## src/design/assert_macros.svh

```systemverilog
// ----------------------------------------------------------------------------
// assert_macros.svh
// Concurrent assertion macros, compiled out when NO_ASSERTIONS is set.
// ----------------------------------------------------------------------------
`ifndef ASSERT_MACROS_SVH
`define ASSERT_MACROS_SVH

`ifndef NO_ASSERTIONS

// same-cycle implication
`define BSP_ASSERT_IMP(label, clk, rst_n, ante, cons, msg) \
    label: assert property (@(posedge clk) disable iff (!(rst_n)) (ante) |-> (cons)) \
        else $error(msg);

// next-cycle implication
`define BSP_ASSERT_NXT(label, clk, rst_n, ante, cons, msg) \
    label: assert property (@(posedge clk) disable iff (!(rst_n)) (ante) |=> (cons)) \
        else $error(msg);

`else

`define BSP_ASSERT_IMP(label, clk, rst_n, ante, cons, msg)
`define BSP_ASSERT_NXT(label, clk, rst_n, ante, cons, msg)

`endif

`endif

```

## src/design/bsp_pkg.sv

```systemverilog
// ----------------------------------------------------------------------------
// bsp_pkg
// Shared types and codes of the bounded stack.
// ----------------------------------------------------------------------------
`timescale 1ns / 1ps

package bsp_pkg;

    localparam int DEPTH_DEF = 8;
    localparam int OP_W      = 3;
    localparam int WORD_W    = 32;
    localparam int POS_W     = 4;
    localparam int STAT_W    = 2;

    localparam logic [OP_W-1:0] OP_PUSH   = 3'd0;
    localparam logic [OP_W-1:0] OP_POP    = 3'd1;
    localparam logic [OP_W-1:0] OP_PEEK   = 3'd2;
    localparam logic [OP_W-1:0] OP_CHANGE = 3'd3;
    localparam logic [OP_W-1:0] OP_DUMP   = 3'd4;

    localparam logic [STAT_W-1:0] STAT_OK    = 2'd0;
    localparam logic [STAT_W-1:0] STAT_OVER  = 2'd1;
    localparam logic [STAT_W-1:0] STAT_UNDER = 2'd2;

    typedef enum logic [2:0] {
        CELL_HOLD,
        CELL_PUSH,
        CELL_POP,
        CELL_ROT,
        CELL_WRITE
    } t_cell_op;

    typedef struct packed {
        t_cell_op         op;
        logic [POS_W-1:0] pos;
    } t_cell_ctl;

    typedef enum logic {
        S_IDLE,
        S_LIST
    } t_state;

endpackage

```

## src/design/bsp_in_if.sv

```systemverilog
// ----------------------------------------------------------------------------
// bsp_in_if
// Command channel: opcode, value and position with valid/ready.
// ----------------------------------------------------------------------------
`timescale 1ns / 1ps

interface bsp_in_if;
    import bsp_pkg::*;

    logic                     valid;
    logic                     ready;
    logic [OP_W-1:0]          opcode;
    logic signed [WORD_W-1:0] value;
    logic [POS_W-1:0]         position;

    modport source (output valid, output opcode, output value, output position, input ready);
    modport sink   (input valid, input opcode, input value, input position, output ready);
endinterface

```

## src/design/bsp_out_if.sv

```systemverilog
// ----------------------------------------------------------------------------
// bsp_out_if
// Result channel: status, data and last with valid/ready.
// ----------------------------------------------------------------------------
`timescale 1ns / 1ps

interface bsp_out_if;
    import bsp_pkg::*;

    logic                     valid;
    logic                     ready;
    logic [STAT_W-1:0]        status;
    logic signed [WORD_W-1:0] data;
    logic                     last;

    modport source (output valid, output status, output data, output last, input ready);
    modport sink   (input valid, input status, input data, input last, output ready);
endinterface

```

## src/design/bsp_cell.sv

```systemverilog
// ----------------------------------------------------------------------------
// bsp_cell
// One stack slot; IDX 0 is the top. Shifts from neighbors, rotates, or loads i_value.
// ----------------------------------------------------------------------------
`timescale 1ns / 1ps

module bsp_cell #(
    parameter int DEPTH = bsp_pkg::DEPTH_DEF,
    parameter int IDX   = 0
) (
    input  logic                             i_clk,
    input  bsp_pkg::t_cell_ctl               i_ctl,
    input  logic [$clog2(DEPTH+1)-1:0]       i_cnt_m1,
    input  logic signed [bsp_pkg::WORD_W-1:0] i_value,
    input  logic signed [bsp_pkg::WORD_W-1:0] i_above,
    input  logic signed [bsp_pkg::WORD_W-1:0] i_below,
    input  logic signed [bsp_pkg::WORD_W-1:0] i_top,
    output logic signed [bsp_pkg::WORD_W-1:0] o_word
);
    import bsp_pkg::*;

    localparam int CW    = $clog2(DEPTH + 1);
    localparam int CMP_W = (CW > POS_W) ? CW : POS_W;

    logic signed [WORD_W-1:0] r_word;
    logic signed [WORD_W-1:0] n_word;
    logic [POS_W-1:0]         w_pos_m1;
    logic                     w_hit;
    logic                     w_wrap;

    assign w_pos_m1 = i_ctl.pos - POS_W'(1);
    assign w_hit    = (CMP_W'(w_pos_m1) == CMP_W'(IDX));
    assign w_wrap   = (CMP_W'(i_cnt_m1) == CMP_W'(IDX));

    always_comb begin
        n_word = r_word;
        case (i_ctl.op)
            CELL_PUSH:  n_word = i_above;
            CELL_POP:   n_word = i_below;
            CELL_ROT:   n_word = w_wrap ? i_top : i_below;
            CELL_WRITE: n_word = w_hit ? i_value : r_word;
            default:    n_word = r_word;
        endcase
    end

    always_ff @(posedge i_clk) begin
        r_word <= n_word;
    end

    assign o_word = r_word;
endmodule

```

## src/design/bounded_stack_with_peek_and_change.sv

```systemverilog
// ----------------------------------------------------------------------------
// bounded_stack_with_peek_and_change
// LIFO stack of signed words built as a chain of cells, with peek and change.
// ----------------------------------------------------------------------------
// Usage:
//   i_in  carries one command beat: opcode, value, position (1 is the top).
//   o_out carries result beats: status, data, last (last marks the final
//   beat of a command).
//   Push, pop and peek: one result beat, registered, in the cycle after the
//   command beat; a new command is taken every cycle while o_out flows.
//   Dump and a valid change: count result beats, one per cycle while o_out
//   flows, from the top down; i_in is held off until the last beat is
//   loaded. Listing rotates the occupied cells one step per beat; after
//   count steps the stack is back in order.
//   Errors (overflow, underflow, bad position, empty dump) give one beat.
//   Unused opcodes are taken and give no beat.
//   Reset (i_rst_n low, synchronous) empties the stack and drops any
//   pending result. While a result is pending and o_out.ready is low the
//   result register holds and i_in is not ready.
// ----------------------------------------------------------------------------
`timescale 1ns / 1ps

`include "assert_macros.svh"

module bounded_stack_with_peek_and_change #(
    parameter int DEPTH = bsp_pkg::DEPTH_DEF
) (
    input  logic      i_clk,
    input  logic      i_rst_n,
    bsp_in_if.sink    i_in,
    bsp_out_if.source o_out
);
    import bsp_pkg::*;

    localparam int CW    = $clog2(DEPTH + 1);
    localparam int CMP_W = (CW > POS_W) ? CW : POS_W;
    localparam int NSEL  = (DEPTH < 15) ? DEPTH : 15;

    t_state                   r_state;
    t_state                   n_state;
    logic [CW-1:0]            r_count;
    logic [CW-1:0]            n_count;
    logic [CW-1:0]            r_rem;
    logic [CW-1:0]            n_rem;
    logic                     r_out_valid;
    logic [STAT_W-1:0]        r_status;
    logic signed [WORD_W-1:0] r_data;
    logic                     r_last;

    logic signed [WORD_W-1:0] w_cell [DEPTH];
    logic signed [WORD_W-1:0] w_sel;
    logic [POS_W-1:0]         w_pos_m1;
    t_cell_ctl                w_ctl;
    logic                     w_slot;
    logic                     w_acc;
    logic                     w_full;
    logic                     w_empty;
    logic                     w_pos_ok;
    logic                     w_load;
    logic [STAT_W-1:0]        w_status;
    logic signed [WORD_W-1:0] w_data;
    logic                     w_last;

    assign w_slot   = !r_out_valid || o_out.ready;
    assign i_in.ready = (r_state == S_IDLE) && w_slot;
    assign w_acc    = i_in.valid && i_in.ready;
    assign w_full   = (r_count == CW'(DEPTH));
    assign w_empty  = (r_count == '0);
    assign w_pos_ok = (i_in.position != '0) &&
                      (CMP_W'(i_in.position) <= CMP_W'(r_count));
    assign w_pos_m1 = i_in.position - POS_W'(1);

    always_comb begin
        w_sel = '0;
        for (int k = 0; k < NSEL; k++) begin
            if (w_pos_m1 == POS_W'(k)) begin
                w_sel = w_cell[k];
            end
        end
    end

    for (genvar g = 0; g < DEPTH; g++) begin : g_cell
        bsp_cell #(
            .DEPTH (DEPTH),
            .IDX   (g)
        ) u_cell (
            .i_clk    (i_clk),
            .i_ctl    (w_ctl),
            .i_cnt_m1 (r_count - CW'(1)),
            .i_value  (i_in.value),
            .i_above  ((g == 0) ? i_in.value : w_cell[(g == 0) ? 0 : g - 1]),
            .i_below  (w_cell[(g == DEPTH - 1) ? g : g + 1]),
            .i_top    (w_cell[0]),
            .o_word   (w_cell[g])
        );
    end

    always_comb begin
        n_state = r_state;
        case (r_state)
            S_IDLE: begin
                if (w_acc && (((i_in.opcode == OP_CHANGE) && w_pos_ok) ||
                              ((i_in.opcode == OP_DUMP) && !w_empty))) begin
                    n_state = S_LIST;
                end
            end
            S_LIST: begin
                if (w_slot && (r_rem == CW'(1))) begin
                    n_state = S_IDLE;
                end
            end
            default: n_state = S_IDLE;
        endcase
    end

    always_comb begin
        w_ctl.op  = CELL_HOLD;
        w_ctl.pos = i_in.position;
        w_load    = 1'b0;
        w_status  = STAT_OK;
        w_data    = '0;
        w_last    = 1'b1;
        n_count   = r_count;
        n_rem     = r_rem;
        case (r_state)
            S_IDLE: begin
                if (w_acc) begin
                    case (i_in.opcode)
                        OP_PUSH: begin
                            w_load = 1'b1;
                            if (w_full) begin
                                w_status = STAT_OVER;
                            end else begin
                                w_ctl.op = CELL_PUSH;
                                n_count  = r_count + CW'(1);
                            end
                        end
                        OP_POP: begin
                            w_load = 1'b1;
                            if (w_empty) begin
                                w_status = STAT_UNDER;
                            end else begin
                                w_ctl.op = CELL_POP;
                                n_count  = r_count - CW'(1);
                                w_data   = w_cell[0];
                            end
                        end
                        OP_PEEK: begin
                            w_load = 1'b1;
                            if (w_pos_ok) begin
                                w_data = w_sel;
                            end else begin
                                w_status = STAT_UNDER;
                            end
                        end
                        OP_CHANGE: begin
                            if (w_pos_ok) begin
                                w_ctl.op = CELL_WRITE;
                                n_rem    = r_count;
                            end else begin
                                w_load   = 1'b1;
                                w_status = STAT_UNDER;
                            end
                        end
                        OP_DUMP: begin
                            if (w_empty) begin
                                w_load   = 1'b1;
                                w_status = STAT_UNDER;
                            end else begin
                                n_rem = r_count;
                            end
                        end
                        default: ;
                    endcase
                end
            end
            S_LIST: begin
                if (w_slot) begin
                    w_load   = 1'b1;
                    w_data   = w_cell[0];
                    w_last   = (r_rem == CW'(1));
                    w_ctl.op = CELL_ROT;
                    n_rem    = r_rem - CW'(1);
                end
            end
            default: ;
        endcase
    end

    always_ff @(posedge i_clk) begin
        if (!i_rst_n) begin
            r_state     <= S_IDLE;
            r_count     <= '0;
            r_rem       <= '0;
            r_out_valid <= 1'b0;
        end else begin
            r_state <= n_state;
            r_count <= n_count;
            r_rem   <= n_rem;
            if (w_load) begin
                r_out_valid <= 1'b1;
            end else if (o_out.ready) begin
                r_out_valid <= 1'b0;
            end
        end
    end

    always_ff @(posedge i_clk) begin
        if (w_load) begin
            r_status <= w_status;
            r_data   <= w_data;
            r_last   <= w_last;
        end
    end

    assign o_out.valid  = r_out_valid;
    assign o_out.status = r_status;
    assign o_out.data   = r_data;
    assign o_out.last   = r_last;

    `BSP_ASSERT_IMP(a_count_bound, i_clk, i_rst_n, 1'b1, r_count <= CW'(DEPTH), "count over depth")
    `BSP_ASSERT_IMP(a_list_rem, i_clk, i_rst_n, r_state == S_LIST, (r_rem != '0) && (r_rem <= r_count), "listing counter out of range")
    `BSP_ASSERT_NXT(a_push_count, i_clk, i_rst_n, w_acc && (i_in.opcode == OP_PUSH) && !w_full, r_count == $past(r_count) + CW'(1), "push did not grow stack")
endmodule

```

## src/flat_wrapper.sv

```systemverilog
// flat-port wrapper written by rule: the top's interface ports become plain ports
module bounded_stack_with_peek_and_change_flat import bsp_pkg::*;
#(
    parameter int DEPTH = bsp_pkg::DEPTH_DEF
)
  (i_clk, i_rst_n, i_in_valid, i_in_opcode, i_in_value, i_in_position, i_in_ready, o_out_valid, o_out_status, o_out_data, o_out_last, o_out_ready);
  bsp_in_if i_in_i ();
  bsp_out_if o_out_i ();
  input  logic i_clk;
  input  logic i_rst_n;
  input wire logic [$bits(i_in_i.valid)-1:0] i_in_valid;
  input wire logic [$bits(i_in_i.opcode)-1:0] i_in_opcode;
  input wire logic [$bits(i_in_i.value)-1:0] i_in_value;
  input wire logic [$bits(i_in_i.position)-1:0] i_in_position;
  output wire logic [$bits(i_in_i.ready)-1:0] i_in_ready;
  output wire logic [$bits(o_out_i.valid)-1:0] o_out_valid;
  output wire logic [$bits(o_out_i.status)-1:0] o_out_status;
  output wire logic [$bits(o_out_i.data)-1:0] o_out_data;
  output wire logic [$bits(o_out_i.last)-1:0] o_out_last;
  input wire logic [$bits(o_out_i.ready)-1:0] o_out_ready;
  assign i_in_i.valid = i_in_valid;
  assign i_in_i.opcode = i_in_opcode;
  assign i_in_i.value = i_in_value;
  assign i_in_i.position = i_in_position;
  assign i_in_ready = i_in_i.ready;
  assign o_out_valid = o_out_i.valid;
  assign o_out_status = o_out_i.status;
  assign o_out_data = o_out_i.data;
  assign o_out_last = o_out_i.last;
  assign o_out_i.ready = o_out_ready;
  bounded_stack_with_peek_and_change #(.DEPTH(DEPTH)) u_core (.i_clk(i_clk), .i_rst_n(i_rst_n), .i_in(i_in_i), .o_out(o_out_i));
endmodule
```

## config.mk

```make
export PLATFORM = sky130hd
export DESIGN_NAME = bounded_stack_with_peek_and_change_flat
export DESIGN_NICKNAME = d
export VERILOG_FILES = /design/src/design/bsp_pkg.sv /design/src/design/bsp_in_if.sv /design/src/design/bsp_out_if.sv /design/src/design/bsp_cell.sv /design/src/design/bounded_stack_with_peek_and_change.sv /design/src/flat_wrapper.sv
export VERILOG_INCLUDE_DIRS = /design/src /design/src/design
export SDC_FILE = /design/constraint.sdc
export NUM_CORES = 1
export LEC_CHECK = 0
export BUFFER_PORTS_ARGS = -buffer_cell sky130_fd_sc_hd__buf_2
export CORE_ASPECT_RATIO = 0.9
export CORE_UTILIZATION = 50
export CTS_CLUSTER_SIZE = 28
export DETAILED_ROUTE_END_ITERATION = 8
export PLACE_DENSITY = 0.67
export SLEW_MARGIN = 20
export SYNTH_ARGS = -nofsm -noshare
export SYNTH_HDL_FRONTEND = slang
export SYNTH_SLANG_ARGS = --single-unit
```

## constraint.sdc

```tcl
create_clock -name i_clk -period 13.2 [get_ports i_clk]
set_clock_uncertainty 0.15 [all_clocks]
set_input_delay 1.32 -clock i_clk [delete_from_list [all_inputs] [get_ports i_clk]]
set_output_delay 1.32 -clock i_clk [all_outputs]
set_load 0.03 [all_outputs]
```

==> summary.txt <==
SYNTH
----------------------------------------------------------------------------------------
Dominant synthesized flop cell                                                  edfxtp_1
EDFF count, synth                                                                    291
Yosys warning count                                                                    0
Number of different library cells in the post-synthesis netlist                       64
Mean area per synthesized cell                                                  10.1 um2
Async SR Flop Fraction                                                                 0
Mapped Nets                                                                         1749
Total standard cell area after synthesis                                       17200 um2
Number of instances in the synthesized netlist                                      1695
Post-synthesis sequential element count                                              301
Fraction of the yosys area taken by sequential cells                               0.520

ROUTE
----------------------------------------------------------------------------------------
DRT iter0 DRCs                                                                      2332
DR DRC count                                                                           0
Average wire length per cell after detail routing                                27.3 um
Total Wirelength                                                                 58.7 mm
Number of vias after detailed routing                                              15500
DRT antenna net count                                                                  0
Post-detailed-route via-to-cell ratio                                               7.21
Number of detailed-route iterations in the first pass                                  7

SETUP PATH
----------------------------------------------------------------------------------------
Category of cells accounting for the largest share of critical-path delay   buffers and inverters
Reg-to-Reg Start                                                            u_core.r_count[3]
Data required, critical path                                                    13.37 ns
Critical path's most frequent cell                                                 buf_4
Worst-path fanout max                                                                 92
Worst setup path category                                                   input port to flip-flop
Worst Reg2Reg Path Length in Cells                                                     9
Arr. time, crit path                                                             5.39 ns
Type of element launching the critical path                                   input port
Critical-path top delay cell                                                     nand2_4
CP Buf/Inv Count                                                                       4
Endpoint of the most critical register-to-register path                     u_core.g_cell[6].u_cell.o_word[23]
Reg2reg setup slack                                                              8.74 ns
Series of cell instances along the critical path                            buf_2 > buf_4 > ha_1 > nor2b_1 > a2111oi_4 > o21ai_4 > buf_4 > nand2_4 > buf_4 > nor2_1 > nor3_1
Critical Path End Type                                                         flip-flop
Worst path max stage delay                                                       0.87 ns

TIMING
----------------------------------------------------------------------------------------
Highest achievable clock rate                                                    192 MHz
Transition time at the pin with the least slew margin                            1.14 ns
Fin Setup TNS                                                                       0 ns
Worst hold-check slack                                                          0.341 ns
Number of failing hold endpoints at the final stage                                    0
Setup violations, final                                                                0
RSZ-0062 raised after global routing                                                  no
Minimum clock period after layout                                                5.21 ns
Final number of max-transition violations                                              0
Worst relative slew slack                                                          0.243
Share of the clock period used by the worst path after layout                      0.395

CLOCK NETWORK
----------------------------------------------------------------------------------------
Number of sinks handled by clock tree synthesis                                      301
Number of buffers created by CTS                                                      34
Clock latency reported for the late side of the worst-skew pair                  0.53 ns
Clock H-tree levels                                                                    2
Post-CTS Setup Inserts                                                                 0
Clk root buf                                                                   clkbuf_16
CTS Hold Buffers Added                                                                 0
Clock tree from TritonCTS                                                           done
Number of resized instances in the post-cts repair step                                0
Clock-pin slew on the worst setup and hold paths                                 0.06 ns
Maximum count of clock buffers along a single path                                     3

POWER
----------------------------------------------------------------------------------------
Leak pwr                                                                         6.49 nW
Largest vdd supply drop                                                          94.0 uV
Total power of the final layout                                                  2.40 mW
Total power density per cell area                                             127 nW/um2

GRT
----------------------------------------------------------------------------------------
Met2 global-route usage                                                            0.502
Global-route wire length before repair                                           88.4 mm
Met1 Use GR                                                                        0.452
Met3 usage in global routing                                                      0.0805
Most congested layer reported by global routing                                     met2
Total GRT Usage                                                                    0.333
Overall overflow remaining after global route                                          0
Vias in the first global route                                                     14800
Pin count of the biggest net entering global routing                                  93
Initial antenna violation count                                                        0

FLOORPLANNING
----------------------------------------------------------------------------------------
Number of top-level design ports                                                      80
Chip Width                                                                        198 um
Core area                                                                      34000 um2
Die Area                                                                       35200 um2
Die height                                                                        178 um
Initial core utilization                                                           0.507
Total number of placement rows                                                        64

PLACED DESIGN
----------------------------------------------------------------------------------------
Total of buffers placed on input and output ports                                     79
Weighted congestion reported at the end of routability-driven placement            0.858
Post-detail-place hpwl                                                           32.1 mm
DP Cell Count                                                                       2090

CELLS AND AREA
----------------------------------------------------------------------------------------
Area overhead of the layout relative to synthesis                                  9.85%
Final-layout fill cell count                                                        3003
Final layout net count                                                              1719
Diodes inserted                                                                        0
Layout cell share with drive strength beyond 1                                     0.133
Non-filler cells in the finished layout                                             2147

MIN PATH
----------------------------------------------------------------------------------------
Capture endpoint of the worst hold path                                     u_core.r_rem[3]
Worst Hold Class                                                            flip-flop to flip-flop
Critical hold path startpoint                                               u_core.r_rem[3]
Hold depth                                                                             2

STATUS
----------------------------------------------------------------------------------------
Result of the run                                                           finished, final reports clean

RUN
----------------------------------------------------------------------------------------
Max-cap violation count                                                                0

flip-flops by register name, summed over array words and instances, names as in the netlist:
signal,cells
u_core.r_state,1
u_core.r_rem,4
u_core.o_out.status,2
u_core.g_cell.u_cell.o_word,256
u_core.o_out.data,32
u_core.o_out.last,1
u_core.r_count,4
u_core.o_out.valid,1
synthesized netlist by cell type, drive strengths merged (3+ instances only):
library cell  instances  area share
edfxtp              291        0.51
nor2                255       0.056
nor3                169       0.049
a221oi              162       0.082
nand2               131       0.029
clkbuf              102       0.022
buf                  82       0.027
a21oi                78       0.023
a221o                65       0.038
o21ai                65       0.019
and2                 37       0.014
a22o                 32       0.016
nand2b               28       0.010
a22oi                27       0.012
a222oi               22       0.013
mux2                 22       0.014
ha                   11      0.0080
nand3                11      0.0032
a31oi                10      0.0040
dfxtp                10       0.012
inv                  10      0.0022
mux2i                10      0.0058
nor2b                 9      0.0033
o211ai                8      0.0035
nor3b                 6      0.0033
and3                  5      0.0018
a211oi                3      0.0013
nor4                  3      0.0018
o21a                  3      0.0013
xnor2                 3      0.0015
cells in the final DEF (no fill, tap or decap), drive strengths merged, types with 32 or more instances in the layout:
cell,n
nor2,255
a21oi,78
o21ai,65
and2,37
buf,118
edfxtp,291
a221oi,162
nor3,169
clkbuf,42
a221o,65
nand2,131
a22o,32
routing by layer:
| metal | vias up | routed length [um] |
|---|---|---|
| met2 | 1296 | 25600 |
| li1 | 6548 | - |
| met4 | 0 | 2460 |
| met3 | 210 | 7990 |
| met1 | 7436 | 22600 |
| met5 | - | 0 |
area by class of cell:
cell class / instances / area, um2 / share of cell area
inverter: 11 / 41.3 / 0.00218
clock buffer: 42 / 902 / 0.0477
multi-input combinational: 1199 / 7560 / 0.400
sequential: 301 / 8940 / 0.473
tap: 462 / 578 / 0.0306
timing repair buffer: 118 / 711 / 0.0376
clock inverter: 14 / 169 / 0.00894
kinds of logic (layout without fill, tap and decap cells):
kind of cell,after synthesis,count (layout),synth area share
AO/OA/AOI/OAI,485,485,0.220
flip-flops,301,301,0.520
buffers and inverters,195,185,0.0521
adder cells (fa/ha/maj),11,11,0.00800
XOR/XNOR,5,5,0.00255
multiplexers,33,33,0.0215
AND/OR/NAND/NOR,665,665,0.176
tightest hold or removal path, stage by stage, from the launching register on:
cell     delay, ns
dfxtp_1       0.32
inv_1         0.07
a21oi_1       0.05
per-stage QoR:
step	setup WS (ns)	utilization	area (um2)
6_report	7.99	0.557	18900
5_1_grt	7.89	0.557	18900
4_1_cts	8.19	0.556	18900
3_3_place_gp	7.76	0.524	17800
2_1_floorplan	7.30	-	17200
3_5_place_dp	7.67	0.524	17800
how the worst max path moves through the flow:
stage | from | to | slack [ns] | cells past startpoint
floorplan | i_in_position[0] | u_core.g_cell[3].u_cell.o_word[0] | 7.30 | 9
global placement | i_in_position[1] | u_core.g_cell[6].u_cell.o_word[23] | 7.76 | 11
detailed placement | i_in_position[1] | u_core.g_cell[6].u_cell.o_word[23] | 7.67 | 11
CTS | i_in_position[1] | u_core.g_cell[6].u_cell.o_word[23] | 8.19 | 11
global route | i_in_position[1] | u_core.g_cell[6].u_cell.o_word[25] | 7.89 | 11
finish | i_in_position[1] | u_core.g_cell[6].u_cell.o_word[23] | 7.99 | 11
report_power, final:
| group | switching (mW) | internal, mW | total [mW] | leakage (nW) |
|---|---|---|---|---|
| clock | 0.386 | 0.561 | 0.947 | 0.526 |
| sequential | 0.0402 | 1.11 | 1.15 | 2.76 |
| combinational | 0.199 | 0.0966 | 0.295 | 3.20 |
No activity file was read; power rests on OpenSTA's default activity.
